===== src/rtl/deq_pkg.sv =====
`default_nettype none
// ----------------------------------------------------------------------------
// deq_pkg: shared types and constants for the double-ended queue
// Capacity, field widths, command and status codes, payload and control
// structs used by the controller, datapath and top level.
// ----------------------------------------------------------------------------
package deq_pkg;

    localparam int CAPACITY = 16;
    localparam int PTR_W    = $clog2(CAPACITY);
    localparam int CNT_W    = $clog2(CAPACITY + 1);
    localparam int VALUE_W  = 32;
    localparam int COUNT_W  = 5;

    localparam logic [PTR_W-1:0] PTR_LAST = PTR_W'(CAPACITY - 1);
    localparam logic [CNT_W-1:0] CNT_FULL = CNT_W'(CAPACITY);

    localparam logic signed [VALUE_W-1:0] INT_MIN = 32'sh8000_0000;

    localparam logic [2:0] CMD_NONE       = 3'd0;
    localparam logic [2:0] CMD_PUSH_REAR  = 3'd1;
    localparam logic [2:0] CMD_PUSH_FRONT = 3'd2;
    localparam logic [2:0] CMD_POP_REAR   = 3'd3;
    localparam logic [2:0] CMD_POP_FRONT  = 3'd4;
    localparam logic [2:0] CMD_CLEAR      = 3'd5;

    localparam logic [1:0] ST_OK    = 2'd0;
    localparam logic [1:0] ST_FULL  = 2'd1;
    localparam logic [1:0] ST_EMPTY = 2'd2;

    typedef struct packed {
        logic [2:0]                command;
        logic signed [VALUE_W-1:0] value;
    } t_in;

    typedef struct packed {
        logic signed [VALUE_W-1:0] front_value;
        logic signed [VALUE_W-1:0] rear_value;
        logic [COUNT_W-1:0]        count;
        logic                      is_empty;
        logic [1:0]                status;
    } t_out;

    // controller -> datapath
    typedef struct packed {
        logic latch;     // capture the input item
        logic exec;      // update pointers and count, write the ring
        logic rd_en;     // read front and rear slots
        logic load_out;  // move the read data into the output register
    } t_deq_ctl;

    // datapath -> controller
    typedef struct packed {
        logic out_free;  // output register can take a new item this cycle
    } t_deq_stat;

    function automatic logic [PTR_W-1:0] ring_next(input logic [PTR_W-1:0] i);
        return (i == PTR_LAST) ? '0 : i + PTR_W'(1);
    endfunction

    function automatic logic [PTR_W-1:0] ring_prev(input logic [PTR_W-1:0] i);
        return (i == '0) ? PTR_LAST : i - PTR_W'(1);
    endfunction

endpackage
`default_nettype wire


===== src/rtl/deq_ram.sv =====
`default_nettype none
// ----------------------------------------------------------------------------
// deq_ram: generic RAM
// One write port, two read ports, read data registered on a read enable.
// ----------------------------------------------------------------------------
module deq_ram #(
    parameter int WIDTH = 32,
    parameter int DEPTH = 16
) (
    input  wire logic                     i_clk,
    input  wire logic                     i_we,
    input  wire logic [$clog2(DEPTH)-1:0] i_waddr,
    input  wire logic [WIDTH-1:0]         i_wdata,
    input  wire logic                     i_re,
    input  wire logic [$clog2(DEPTH)-1:0] i_raddr_a,
    input  wire logic [$clog2(DEPTH)-1:0] i_raddr_b,
    output logic      [WIDTH-1:0]         o_rdata_a,
    output logic      [WIDTH-1:0]         o_rdata_b
);

    logic [WIDTH-1:0] r_mem [DEPTH];

    always_ff @(posedge i_clk) begin
        if (i_we) begin
            r_mem[i_waddr] <= i_wdata;
        end
        if (i_re) begin
            o_rdata_a <= r_mem[i_raddr_a];
            o_rdata_b <= r_mem[i_raddr_b];
        end
    end

endmodule
`default_nettype wire


===== src/rtl/deq_ctrl.sv =====
`default_nettype none
// ----------------------------------------------------------------------------
// deq_ctrl: sequencing state machine
// Steps each item through capture, update, ring read and output load.
// ----------------------------------------------------------------------------
module deq_ctrl (
    input  wire logic               i_clk,
    input  wire logic               i_rst_n,
    input  wire logic               i_valid,
    output logic                    o_ready,
    input  wire deq_pkg::t_deq_stat i_stat,
    output deq_pkg::t_deq_ctl       o_ctl
);
    import deq_pkg::*;

    typedef enum logic [3:0] {
        S_IDLE = 4'b0001,
        S_EXEC = 4'b0010,
        S_READ = 4'b0100,
        S_LOAD = 4'b1000
    } t_state;

    t_state r_state;
    t_state n_state;

    always_comb begin
        n_state = r_state;
        unique case (r_state)
            S_IDLE: begin
                if (i_valid) n_state = S_EXEC;
            end
            S_EXEC: n_state = S_READ;
            S_READ: n_state = S_LOAD;
            S_LOAD: begin
                if (i_stat.out_free) n_state = S_IDLE;
            end
            default: n_state = S_IDLE;
        endcase
    end

    always_ff @(posedge i_clk) begin
        if (!i_rst_n) begin
            r_state <= S_IDLE;
        end else begin
            r_state <= n_state;
        end
    end

    assign o_ready        = (r_state == S_IDLE);
    assign o_ctl.latch    = (r_state == S_IDLE) && i_valid;
    assign o_ctl.exec     = (r_state == S_EXEC);
    assign o_ctl.rd_en    = (r_state == S_READ);
    assign o_ctl.load_out = (r_state == S_LOAD) && i_stat.out_free;

`ifndef SYNTH
    a_accept_to_exec: assert property (@(posedge i_clk) disable iff (!i_rst_n)
        (i_valid && o_ready) |=> o_ctl.exec)
        else $error("accepted item did not move to update");
    a_exec_to_read: assert property (@(posedge i_clk) disable iff (!i_rst_n)
        o_ctl.exec |=> o_ctl.rd_en)
        else $error("update not followed by ring read");
    a_no_accept_busy: assert property (@(posedge i_clk) disable iff (!i_rst_n)
        (o_ctl.exec || o_ctl.rd_en) |-> !o_ready)
        else $error("ready raised while an item is in flight");
`endif

endmodule
`default_nettype wire


===== src/rtl/deq_dp.sv =====
`default_nettype none
// ----------------------------------------------------------------------------
// deq_dp: deque datapath
// Head/tail pointers, count, ring store and the output register.
// ----------------------------------------------------------------------------
module deq_dp (
    input  wire logic               i_clk,
    input  wire logic               i_rst_n,
    input  wire deq_pkg::t_in       i_data,
    input  wire deq_pkg::t_deq_ctl  i_ctl,
    output deq_pkg::t_deq_stat      o_stat,
    output logic                    o_valid,
    input  wire logic               i_ready,
    output deq_pkg::t_out           o_data
);
    import deq_pkg::*;

    logic [2:0]                r_cmd;
    logic signed [VALUE_W-1:0] r_value;
    logic [PTR_W-1:0]          r_head, n_head;
    logic [PTR_W-1:0]          r_tail, n_tail;
    logic [CNT_W-1:0]          r_count, n_count;
    logic [1:0]                r_status, n_status;
    logic                      ram_we;
    logic [PTR_W-1:0]          ram_waddr;
    logic [VALUE_W-1:0]        rdata_front;
    logic [VALUE_W-1:0]        rdata_rear;
    logic                      r_out_valid;
    t_out                      r_out;

    always_ff @(posedge i_clk) begin
        if (i_ctl.latch) begin
            r_cmd   <= i_data.command;
            r_value <= i_data.value;
        end
    end

    always_comb begin
        n_head    = r_head;
        n_tail    = r_tail;
        n_count   = r_count;
        n_status  = ST_OK;
        ram_we    = 1'b0;
        ram_waddr = r_tail;
        case (r_cmd)
            CMD_PUSH_REAR: begin
                if (r_count >= CNT_FULL) begin
                    n_status = ST_FULL;
                end else begin
                    ram_we  = 1'b1;
                    n_tail  = ring_next(r_tail);
                    n_count = r_count + CNT_W'(1);
                end
            end
            CMD_PUSH_FRONT: begin
                if (r_count >= CNT_FULL) begin
                    n_status = ST_FULL;
                end else begin
                    ram_we    = 1'b1;
                    ram_waddr = ring_prev(r_head);
                    n_head    = ring_prev(r_head);
                    n_count   = r_count + CNT_W'(1);
                end
            end
            CMD_POP_REAR: begin
                if (r_count == '0) begin
                    n_status = ST_EMPTY;
                end else begin
                    n_tail  = ring_prev(r_tail);
                    n_count = r_count - CNT_W'(1);
                end
            end
            CMD_POP_FRONT: begin
                if (r_count == '0) begin
                    n_status = ST_EMPTY;
                end else begin
                    n_head  = ring_next(r_head);
                    n_count = r_count - CNT_W'(1);
                end
            end
            CMD_CLEAR: begin
                n_head  = '0;
                n_tail  = '0;
                n_count = '0;
            end
            default: ;
        endcase
    end

    always_ff @(posedge i_clk) begin
        if (!i_rst_n) begin
            r_head  <= '0;
            r_tail  <= '0;
            r_count <= '0;
        end else if (i_ctl.exec) begin
            r_head  <= n_head;
            r_tail  <= n_tail;
            r_count <= n_count;
        end
    end

    always_ff @(posedge i_clk) begin
        if (i_ctl.exec) begin
            r_status <= n_status;
        end
    end

    // rear value sits one slot behind the tail
    deq_ram #(
        .WIDTH (VALUE_W),
        .DEPTH (CAPACITY)
    ) u_ram (
        .i_clk     (i_clk),
        .i_we      (i_ctl.exec && ram_we),
        .i_waddr   (ram_waddr),
        .i_wdata   (r_value),
        .i_re      (i_ctl.rd_en),
        .i_raddr_a (r_head),
        .i_raddr_b (ring_prev(r_tail)),
        .o_rdata_a (rdata_front),
        .o_rdata_b (rdata_rear)
    );

    assign o_stat.out_free = !r_out_valid || i_ready;

    always_ff @(posedge i_clk) begin
        if (!i_rst_n) begin
            r_out_valid <= 1'b0;
        end else if (i_ctl.load_out) begin
            r_out_valid <= 1'b1;
        end else if (i_ready) begin
            r_out_valid <= 1'b0;
        end
    end

    always_ff @(posedge i_clk) begin
        if (i_ctl.load_out) begin
            r_out.front_value <= (r_count != '0) ? $signed(rdata_front) : INT_MIN;
            r_out.rear_value  <= (r_count != '0) ? $signed(rdata_rear) : INT_MIN;
            r_out.count       <= COUNT_W'(r_count);
            r_out.is_empty    <= (r_count == '0);
            r_out.status      <= r_status;
        end
    end

    assign o_valid = r_out_valid;
    assign o_data  = r_out;

`ifndef SYNTH
    a_count_bound: assert property (@(posedge i_clk) disable iff (!i_rst_n)
        r_count <= CNT_FULL)
        else $error("count above capacity");
    a_clear_resets: assert property (@(posedge i_clk) disable iff (!i_rst_n)
        (i_ctl.exec && r_cmd == CMD_CLEAR) |=>
        (r_count == '0 && r_head == '0 && r_tail == '0))
        else $error("clear left pointers or count set");
    a_full_hold: assert property (@(posedge i_clk) disable iff (!i_rst_n)
        (i_ctl.exec && r_count == CNT_FULL &&
         (r_cmd == CMD_PUSH_REAR || r_cmd == CMD_PUSH_FRONT)) |=>
        ($stable(r_count) && $stable(r_head) && $stable(r_tail)))
        else $error("push into full deque changed state");
`endif

endmodule
`default_nettype wire


===== src/rtl/double_ended_queue_core.sv =====
`default_nettype none
// ----------------------------------------------------------------------------
// double_ended_queue_core: bounded deque of signed 32-bit values
// Ring-store deque with push/pop at both ends, clear, and a status report
// per command.
// ----------------------------------------------------------------------------
// Each command item produces one result item: front and rear values (most
// negative value when empty), count, empty flag and status (push into a full
// deque is dropped, pop from an empty one ignored). The item is captured at
// acceptance, then goes through the pointer/count update with the ring write,
// a registered ring read of the front and rear slots, and the output register
// load. Ready returns the cycle after that load, so no new item is taken while
// one is in flight. The load waits while the output register still holds a
// result that has not been taken. The output register lets the next item
// start while a result waits downstream.
// ----------------------------------------------------------------------------
module double_ended_queue_core (
    input  wire logic          i_clk,
    input  wire logic          i_rst_n,
    input  wire logic          i_valid,
    output logic               o_ready,
    input  wire deq_pkg::t_in  i_data,
    output logic               o_valid,
    input  wire logic          i_ready,
    output deq_pkg::t_out      o_data
);
    import deq_pkg::*;

    t_deq_ctl  ctl;
    t_deq_stat stat;

    deq_ctrl u_ctrl (
        .i_clk   (i_clk),
        .i_rst_n (i_rst_n),
        .i_valid (i_valid),
        .o_ready (o_ready),
        .i_stat  (stat),
        .o_ctl   (ctl)
    );

    deq_dp u_dp (
        .i_clk   (i_clk),
        .i_rst_n (i_rst_n),
        .i_data  (i_data),
        .i_ctl   (ctl),
        .o_stat  (stat),
        .o_valid (o_valid),
        .i_ready (i_ready),
        .o_data  (o_data)
    );

endmodule
`default_nettype wire


===== config.mk =====
export PLATFORM = sky130hd
export DESIGN_NAME = double_ended_queue_core
export DESIGN_NICKNAME = d
export VERILOG_FILES = /design/src/rtl/deq_pkg.sv /design/src/rtl/deq_ram.sv /design/src/rtl/deq_ctrl.sv /design/src/rtl/deq_dp.sv /design/src/rtl/double_ended_queue_core.sv
export SDC_FILE = /design/constraint.sdc
export NUM_CORES = 1
export LEC_CHECK = 0
export ABC_AREA = 0
export BUFFER_PORTS_ARGS = -buffer_cell sky130_fd_sc_hd__buf_2
export CAP_MARGIN = 10
export CELL_PAD_IN_SITES_DETAIL_PLACEMENT = 0
export CELL_PAD_IN_SITES_GLOBAL_PLACEMENT = 1
export CORE_AREA = 2 2 325 327
export CTS_CLUSTER_SIZE = 40
export DETAILED_ROUTE_END_ITERATION = 10
export DIE_AREA = 0 0 327 329
export PLACE_DENSITY_LB_ADDON = 0.25
export SYNTH_ARGS = -nofsm -noshare
export SYNTH_HDL_FRONTEND = slang
export SYNTH_HIERARCHICAL = 1
export SYNTH_SLANG_ARGS = --single-unit
export TNS_END_PERCENT = 5

===== constraint.sdc =====
create_clock -name i_clk -period 8.1 [get_ports i_clk]
set_input_delay 1.215 -clock i_clk [delete_from_list [all_inputs] [get_ports i_clk]]
set_output_delay 1.215 -clock i_clk [all_outputs]
set_load 0.05 [all_outputs]

==> PnR_summary.wiki, run 1 <==
{| class="wikitable"
! Metric !! Value
|-
| Final worst-path cycle share || 50.50%
|-
| Boundary Pins || 113
|-
| Largest area contributor in the netlist || edfxtp_1
|-
| Finished Cell Area || 34930 µm²
|-
| Clock tree from TritonCTS || yes
|-
| Pleak || about 0.011 µW
|-
| GPL Wtd Cong || 0.7240
|-
| Summed negative setup slack over all endpoints || 0 ns
|-
| Number of resized instances in the post-cts repair step || 0
|-
| Hold Fails Final Rpt || 0
|-
| Worst Path Required || 8.38 ns
|-
| Die area || 107600 µm²
|-
| Cell type group with the largest total delay on the critical path || simple AND/OR/NAND/NOR gates
|-
| Number of distinct standard cells referenced by the synthesized netlist || slightly above 60
|-
| Timing-limited maximum frequency || 244.5 MHz
|-
| CP startpoint kind || flip-flop
|-
| Number of iterations in the first detailed-routing pass || 7
|-
| Biggest cell delay along the critical path || between 0.7 and 0.8 ns
|-
| Post-DR wirelength/cell || 26.30 µm
|-
| Count of port buffers added during placement || roughly 110
|-
| Max Cap Viol || 0
|-
| Synth async-reset ratio || 0%
|-
| Pin count of the biggest net entering global routing || 59
|-
| Post-CTS Setup Bufs || 0
|-
| Residual DRC count || 0
|-
| Vias/cell || 5.095
|-
| Final number of max-transition violations || 0
|-
| Cells on worst reg2reg path || 9
|-
| Final WL || 81070 µm
|-
| Top cell types by occurrence after synthesis || edfxtp_1, mux4_2, a22oi_1, nand2_1, nor2b_1
|-
| Antenna violations before repair || 2
|-
| Number of cells on the critical path || 9
|-
| Master cell of the clock root buffer || clkbuf_16
|-
| Average cell area after synthesis || 20.02 µm²
|-
| Critical path capture point || u_dp/u_ram/r_mem[14][13]$_DFFE_PP_
|-
| Total grt overflow || 0
|-
| Wire length of the first global-routing pass || 118100 µm
|-
| Total clock sinks || 703
|-
| Time the final worst path needs with I/O delays and setup || 4.091 ns
|-
| Total number of vias || 15710
|-
| Crit path buf inv count || 2
|-
| Count of antenna-violating nets left after detailed routing || 0
|-
| Fraction of synthesized cell area taken by the top area cell type || 68.56%
|-
| Worst setup EP type || flip-flop
|-
| Register-to-register path setup slack || 4.01 ns
|-
| Total number of yosys warnings || 6
|-
| Starting Density || between 20% and 30%
|-
| Clock edge transition at the registers on the reported setup and hold paths || 0.06 ns
|-
| DIE HEIGHT || ~330 µm
|-
| Count of filler cells inserted in the layout || a little under 10000
|-
| Cell at the slowest stage of the critical path || dfxtp_4
|-
| IR drop worst, VDD || roughly 160 µV
|-
| FF+latch count, synth || 703
|-
| Critical Path Source || u_dp/r_head[0]$_SDFFE_PN0P_
|-
| Maximum clock insertion buffer count || 3
|-
| Critical path, cell by cell || inv_1 -> ha_1 -> nand2b_1 -> o21ai_0 -> nand2_1 -> o21ai_0 -> nand2b_1 -> nor2_4 -> buf_4
|-
| Power per cell area || 224.7 nW/µm²
|-
| Transition at the pin with the smallest max-transition slack || 1.091 ns
|-
| Seq/Total Area, Yosys || a little over two thirds
|-
| Worst EP arrival || 4.37 ns
|-
| Iteration-0 DRC count of the detailed router || 1311
|-
| Deepest level of the CTS H-tree || 3
|-
| Area of the mapped netlist || 30000 µm²
|-
| GRT Util Overall || 15.13%
|-
| Die span in x || about 330 µm
|-
| Total instance count after detailed placement || between 2000 and 3000
|-
| Number of flops mapped to enable cells by yosys || roughly 690
|-
| Number of standard cells in the layout, taps in and fillers out || around 3000
|-
| Worst R2R End || u_dp/u_ram/r_mem[14][13]$_DFFE_PP_
|-
| Cells taking the most area after synthesis || edfxtp_1, mux4_2, a22oi_1
|-
| Clk Latency, worst-skew pair || 0.64 ns
|-
| Reg2Reg Launch Point || u_dp/r_head[0]$_SDFFE_PN0P_
|-
| Area delta synth->final || 16.41%
|-
| Setup repair after global routing missed its margin || no
|-
| Post-Syn Nets || 1547
|-
| Endpoints failing setup || 0
|-
| Total cell area at the placement stage || 32320 µm²
|-
| Post-Place Worst Slack || 3.999 ns
|-
| Result of the run || finished, final reports clean
|-
| Total number of placement rows || 119
|-
| Clock buffers created by TritonCTS || slightly below 80
|-
| Cts hold-fix bufs || 0
|-
| Most frequently used flop master after synthesis || edfxtp_1
|-
| Most common cell in the netlist || edfxtp_1
|-
| Final critical-path setup slack || 4.009 ns
|-
| Number of nets at the end of the flow || 1681
|-
| Number of instances in the synthesized netlist || 1499
|-
| Hold Path Cell Cnt || 0
|-
| Max_slew headroom || 27.08%
|-
| Std-Cell Core Area || roughly 100000 µm²
|-
| Ant. Diodes || 0
|-
| Detailed placer's ending HPWL || 44830 µm
|-
| Fin Hold WS || 0.4222 ns
|-
| Vias in the first global route || 16890
|-
| Hold crit path type || reg2reg
|-
| Critical hold path startpoint || u_dp/r_status[1]$_DFFE_PP_
|-
| Share of layout cells above drive strength 1 || 33.51%
|-
| Post-route clock skew || 0.02519 ns
|-
| Critical path fanouts, max || 30
|-
| Class of the most critical setup path || reg2reg
|}
## worst min-delay path by stage
stage | to | slack (ns)
CTS | u_dp/o_data[1]$_DFFE_PP_ | 0.43
floorplan | u_dp/o_data[0]$_DFFE_PP_ | 0.40
global route | u_dp/o_data[1]$_DFFE_PP_ | 0.43
finish | u_dp/o_data[1]$_DFFE_PP_ | 0.42
global placement | u_dp/o_data[1]$_DFFE_PP_ | 0.41
detailed placement | u_dp/o_data[1]$_DFFE_PP_ | 0.41
## where the power goes
part           switching [µW]  internal (µW)  leakage, µW
clock                    1460           2180      0.00127
combinational            85.7           48.7      0.00337
sequential               56.1           4010      0.00632
total                    1610           6240       0.0110
## registers in the layout, indices dropped and copies added, names as in the netlist, 4 cells and up
signal,flops
u_dp/u_ram/r_mem,512
u_dp/o_data,72
u_dp/r_value,32
u_dp/u_ram/o_rdata_a,32
u_dp/u_ram/o_rdata_b,32
u_dp/r_count,5
u_ctrl/r_state,4
u_dp/r_head,4
u_dp/r_tail,4
## per-stage QoR
step / utilization [%] / total power (µW)
6_report: 33.46 / 7850
5_1_grt: 33.46 / 8124
4_1_cts: 33.46 / 7974
3_5_place_dp: 30.97 / 4286
3_3_place_gp: 30.97 / 4281
2_1_floorplan: - / 4203
## layout by cell type, fill, tap and decap left out, drive strengths merged, types with 8 or more instances in the layout
cell	instances
clkbuf	96
edfxtp	685
a22oi	130
ha	8
nand2	77
mux4	256
nor2b	69
nor2	21
nand2b	14
inv	11
nand3	9
buf	155
o21ai	15
a21oi	15
bufinv	11
clkinv	30
dfxtp	18
## worst register-to-register path, stage by stage, from the launching register on
cell	delay [ns]
dfxtp_4	0.78
inv_1	0.21
ha_1	0.31
nand2b_1	0.12
o21ai_0	0.12
nand2_1	0.12
o21ai_0	0.36
nand2b_1	0.47
nor2_4	0.78
buf_4	0.48
## cell type report
class	instances	area [µm²]	share of cell area, %
flip-flops and latches	703	20940	59.95
multi-input cells	684	8718	24.96
clock buffers	96	2083	5.965
well taps	1391	1740	4.983
repair buffers	155	883.3	2.529
clock inverters	44	523.0	1.497
inverters	10	40.04	0.1146
## per-layer routing
metal / vias up / share of wire [%] / track usage, % / routed length (µm)
met5: - / 0 / 0 / 0
met4: 0 / 2.1 / 4.099 / 1685
met3: 116 / 4.5 / 2.373 / 3645
met2: 434 / 49 / 25.23 / 39800
met1: 8549 / 44 / 20.61 / 35940
li1: 6610 / - / - / -
## cell families after synthesis
group | Yosys count | share of synthesized area, %
compound gates | 189 | 4.646
mux | 259 | 19.32
simple gates | 221 | 3.920
flops | 703 | 69.76
fa+ha+maj | 9 | 0.4003
xor+xnor | 6 | 0.1751
buf+inv | 112 | 1.781
No activity file was read; power rests on OpenSTA's default activity.
==> inputs of run 2 (changes only) <==
Clock period 8.1 ns to 3.8 ns, I/O delays scaled along.
==> run 2 against run 1 <==
Compared with the run above: hold slack got worse by 0.33 ns; fmax rose by 32%; worst setup slack worse by 3.3 ns; core utilization grew 0.37 points; via count up 1.3%; routed wire length increased by 1.4%; non-clock buffer count grew 26; register-to-register slack worse by 3.3 ns; combinational power up 130%; sequential cell count is the same; critical path type unchanged; critical endpoint is now u_dp/u_ram/r_mem[11][7]$_DFFE_PP_; largest cell class unchanged; largest power group unchanged.
==> PnR_summary.wiki, run 2 (synthesized netlist as in run 1, its figures left out) <==
{| class="wikitable"
! Metric !! Value
|-
| Setup repair after global routing missed its margin || no (unchanged)
|-
| Iteration-0 DRC count of the detailed router || 1316 (was 1311)
|-
| Area delta synth->final || 17.68% (was 16.41%)
|-
| Hold crit path type || in2reg (was reg2reg)
|-
| Crit path buf inv count || 4 (was 2)
|-
| Maximum clock insertion buffer count || 3 (unchanged)
|-
| Clock tree from TritonCTS || yes (unchanged)
|-
| Number of resized instances in the post-cts repair step || 0 (unchanged)
|-
| Boundary Pins || 113 (unchanged)
|-
| Final number of max-transition violations || 0 (unchanged)
|-
| Timing-limited maximum frequency || 323.1 MHz (was 244.5 MHz)
|-
| Most common library cell in the layout ignoring fill and taps || edfxtp_1 (unchanged)
|-
| Hold Fails Final Rpt || 0 (unchanged)
|-
| Die area || 107600 µm² (unchanged)
|-
| Crit path top cell by count || buf_4
|-
| Pleak || 0.01117 µW (was 0.01097 µW)
|-
| Number of iterations in the first detailed-routing pass || 6 (was 7)
|-
| CP startpoint kind || flip-flop (unchanged)
|-
| Total number of vias || 15910 (was 15710)
|-
| Die span in x || 327 µm (unchanged)
|-
| Detailed placer's ending HPWL || 47840 µm (was 44830 µm)
|-
| Critical path fanouts, max || 10 (was 30)
|-
| Clock buffers created by TritonCTS || 84 (was 79)
|-
| Transition at the pin with the smallest max-transition slack || 1.151 ns (was 1.091 ns)
|-
| Vias in the first global route || 16940 (was 16890)
|-
| Total grt overflow || 0 (unchanged)
|-
| GRT Util Overall || 15.34% (was 15.13%)
|-
| Max reg flops || 512 (unchanged)
|-
| Cell at the slowest stage of the critical path || nor2_4 (was dfxtp_4)
|-
| Result of the run || finished, final reports clean (unchanged)
|-
| Worst Path Required || 4.13 ns (was 8.38 ns)
|-
| Vias/cell || 5.092 (was 5.095)
|-
| Total clock sinks || 703 (unchanged)
|-
| Clk Latency, worst-skew pair || 0.65 ns (was 0.64 ns)
|-
| Fin Hold WS || 0.09385 ns (was 0.4222 ns)
|-
| Worst EP arrival || 3.42 ns (was 4.37 ns)
|-
| Finished Cell Area || 35310 µm² (was 34930 µm²)
|-
| Number of nets at the end of the flow || 1712 (was 1681)
|-
| Final WL || 82220 µm (was 81070 µm)
|-
| Time the final worst path needs with I/O delays and setup || 3.095 ns (was 4.091 ns)
|-
| Max_slew headroom || 23.10% (was 27.08%)
|-
| GPL Wtd Cong || 0.7489 (was 0.7240)
|-
| Total number of placement rows || 119 (unchanged)
|-
| IR drop worst, VDD || 268.0 µV (was 164.7 µV)
|-
| Cts hold-fix bufs || 0 (unchanged)
|-
| Count of port buffers added during placement || 112 (unchanged)
|-
| Worst setup EP type || flip-flop (unchanged)
|-
| Count of antenna-violating nets left after detailed routing || 0 (unchanged)
|-
| Clock edge transition at the registers on the reported setup and hold paths || 0.06 ns (about the same)
|-
| Share of layout cells above drive strength 1 || 34.49% (was 33.51%)
|-
| Class of the most critical setup path || reg2reg (unchanged)
|-
| Max Cap Viol || 0 (unchanged)
|-
| Post-CTS Setup Bufs || 0 (unchanged)
|-
| Final worst-path cycle share || 81.44% (was 50.50%)
|-
| Antenna violations before repair || 5 (was 2)
|-
| Std-Cell Core Area || 104400 µm² (unchanged)
|-
| Post-route clock skew || 0.02504 ns (was 0.02519 ns)
|-
| Power per cell area || 470.3 nW/µm² (was 224.7 nW/µm²)
|-
| Cell type group with the largest total delay on the critical path || simple AND/OR/NAND/NOR gates (unchanged)
|-
| Post-route total power || 16610 µW (was 7850 µW)
|-
| Biggest cell delay along the critical path || 0.52 ns (was 0.78 ns)
|-
| Total cell area at the placement stage || 32700 µm² (was 32320 µm²)
|-
| Most flops, register || u_dp/u_ram/r_mem (unchanged)
|-
| Deepest level of the CTS H-tree || 3 (unchanged)
|-
| DIE HEIGHT || 329 µm (unchanged)
|-
| Endpoints failing setup || 0 (unchanged)
|-
| Starting Density || 28.75% (unchanged)
|-
| Critical path, cell by cell || inv_1 -> nor4_1 -> buf_4 -> nor4b_1 -> buf_4 -> nand3b_1 -> nor2_4 -> buf_4 (was inv_1 -> ha_1 -> nand2b_1 -> o21ai_0 -> nand2_1 -> o21ai_0 -> nand2b_1 -> nor2_4 -> buf_4)
|-
| Leading cell types in the layout, fill and taps excluded || edfxtp_1, mux4_2, a22oi_1 (unchanged)
|-
| Residual DRC count || 0 (unchanged)
|-
| Master cell of the clock root buffer || clkbuf_16 (unchanged)
|-
| Pin count of the biggest net entering global routing || 132 (was 59)
|-
| Summed negative setup slack over all endpoints || 0 ns (unchanged)
|-
| Wire length of the first global-routing pass || 119200 µm (was 118100 µm)
|-
| Post-DR wirelength/cell || 26.32 µm (was 26.30 µm)
|}
==> run 2: cell types whose count changed in the layout (fill, tap and decap cells not counted), moves of 5 or more <==
cell       delta
clkinv_1      +7
buf_12       +14
bufinv_16     -7
clkbuf_16     +5
clkinv_2      +5
buf_4        +12
==> run 2: metal layers <==
metal / wire length [µm] / track usage (%) / up-vias
met2: 40800 / 25.84 / 487
met5: 13 / 0 / -
met1: 34410 / 19.71 / 8595
met4: 2427 / 5.305 / 2
met3: 4569 / 3.162 / 143
li1: - / - / 6681
==> run 2: cell type report <==
| class | instances | area [µm²] |
|---|---|---|
| diodes | 2 | 5.005 |
| clock buffers | 104 | 2230 |
| clock inverters | 49 | 370.4 |
| fillers | 9805 | 69070 |
| inverters | 10 | 40.04 |
| multi-input cells | 684 | 8732 |
| flip-flops and latches | 703 | 20940 |
| well taps | 1391 | 1740 |
| repair buffers | 181 | 1254 |
==> run 2: where the power goes <==
group          internal [µW]  total, µW  switching (µW)
registers               8560       8670             110
clock network           4440       7640            3200
logic                    110        302             192
total                  13100      16600            3500
==> run 2: worst paths after layout <==
| kind | startpoint | end | slack, ns | cells past startpoint |
|---|---|---|---|---|
| worst max-delay path | u_ctrl/r_state[1]$_SDFFE_PN0P_ | u_dp/u_ram/r_mem[11][7]$_DFFE_PP_ | 0.71 | 8 |
| worst min-delay path | i_data[34] | u_dp/r_cmd[2]$_DFFE_PP_ | 0.09 | 1 |
| worst max register to register | u_ctrl/r_state[1]$_SDFFE_PN0P_ | u_dp/u_ram/r_mem[11][7]$_DFFE_PP_ | 0.71 | 8 |
| worst min register to register | u_dp/r_status[1]$_DFFE_PP_ | u_dp/o_data[1]$_DFFE_PP_ | 0.44 | 0 |
==> run 2: per-stage QoR <==
stage	setup slack (ns)	utilization, %	instances
3_3_place_gp	0.6742	31.33	2969
4_1_cts	0.6837	33.82	3122
5_1_grt	0.4181	33.82	3122
3_5_place_dp	0.7483	31.33	2969
2_1_floorplan	-0.9416	-	1499
6_report	0.7054	33.83	3124
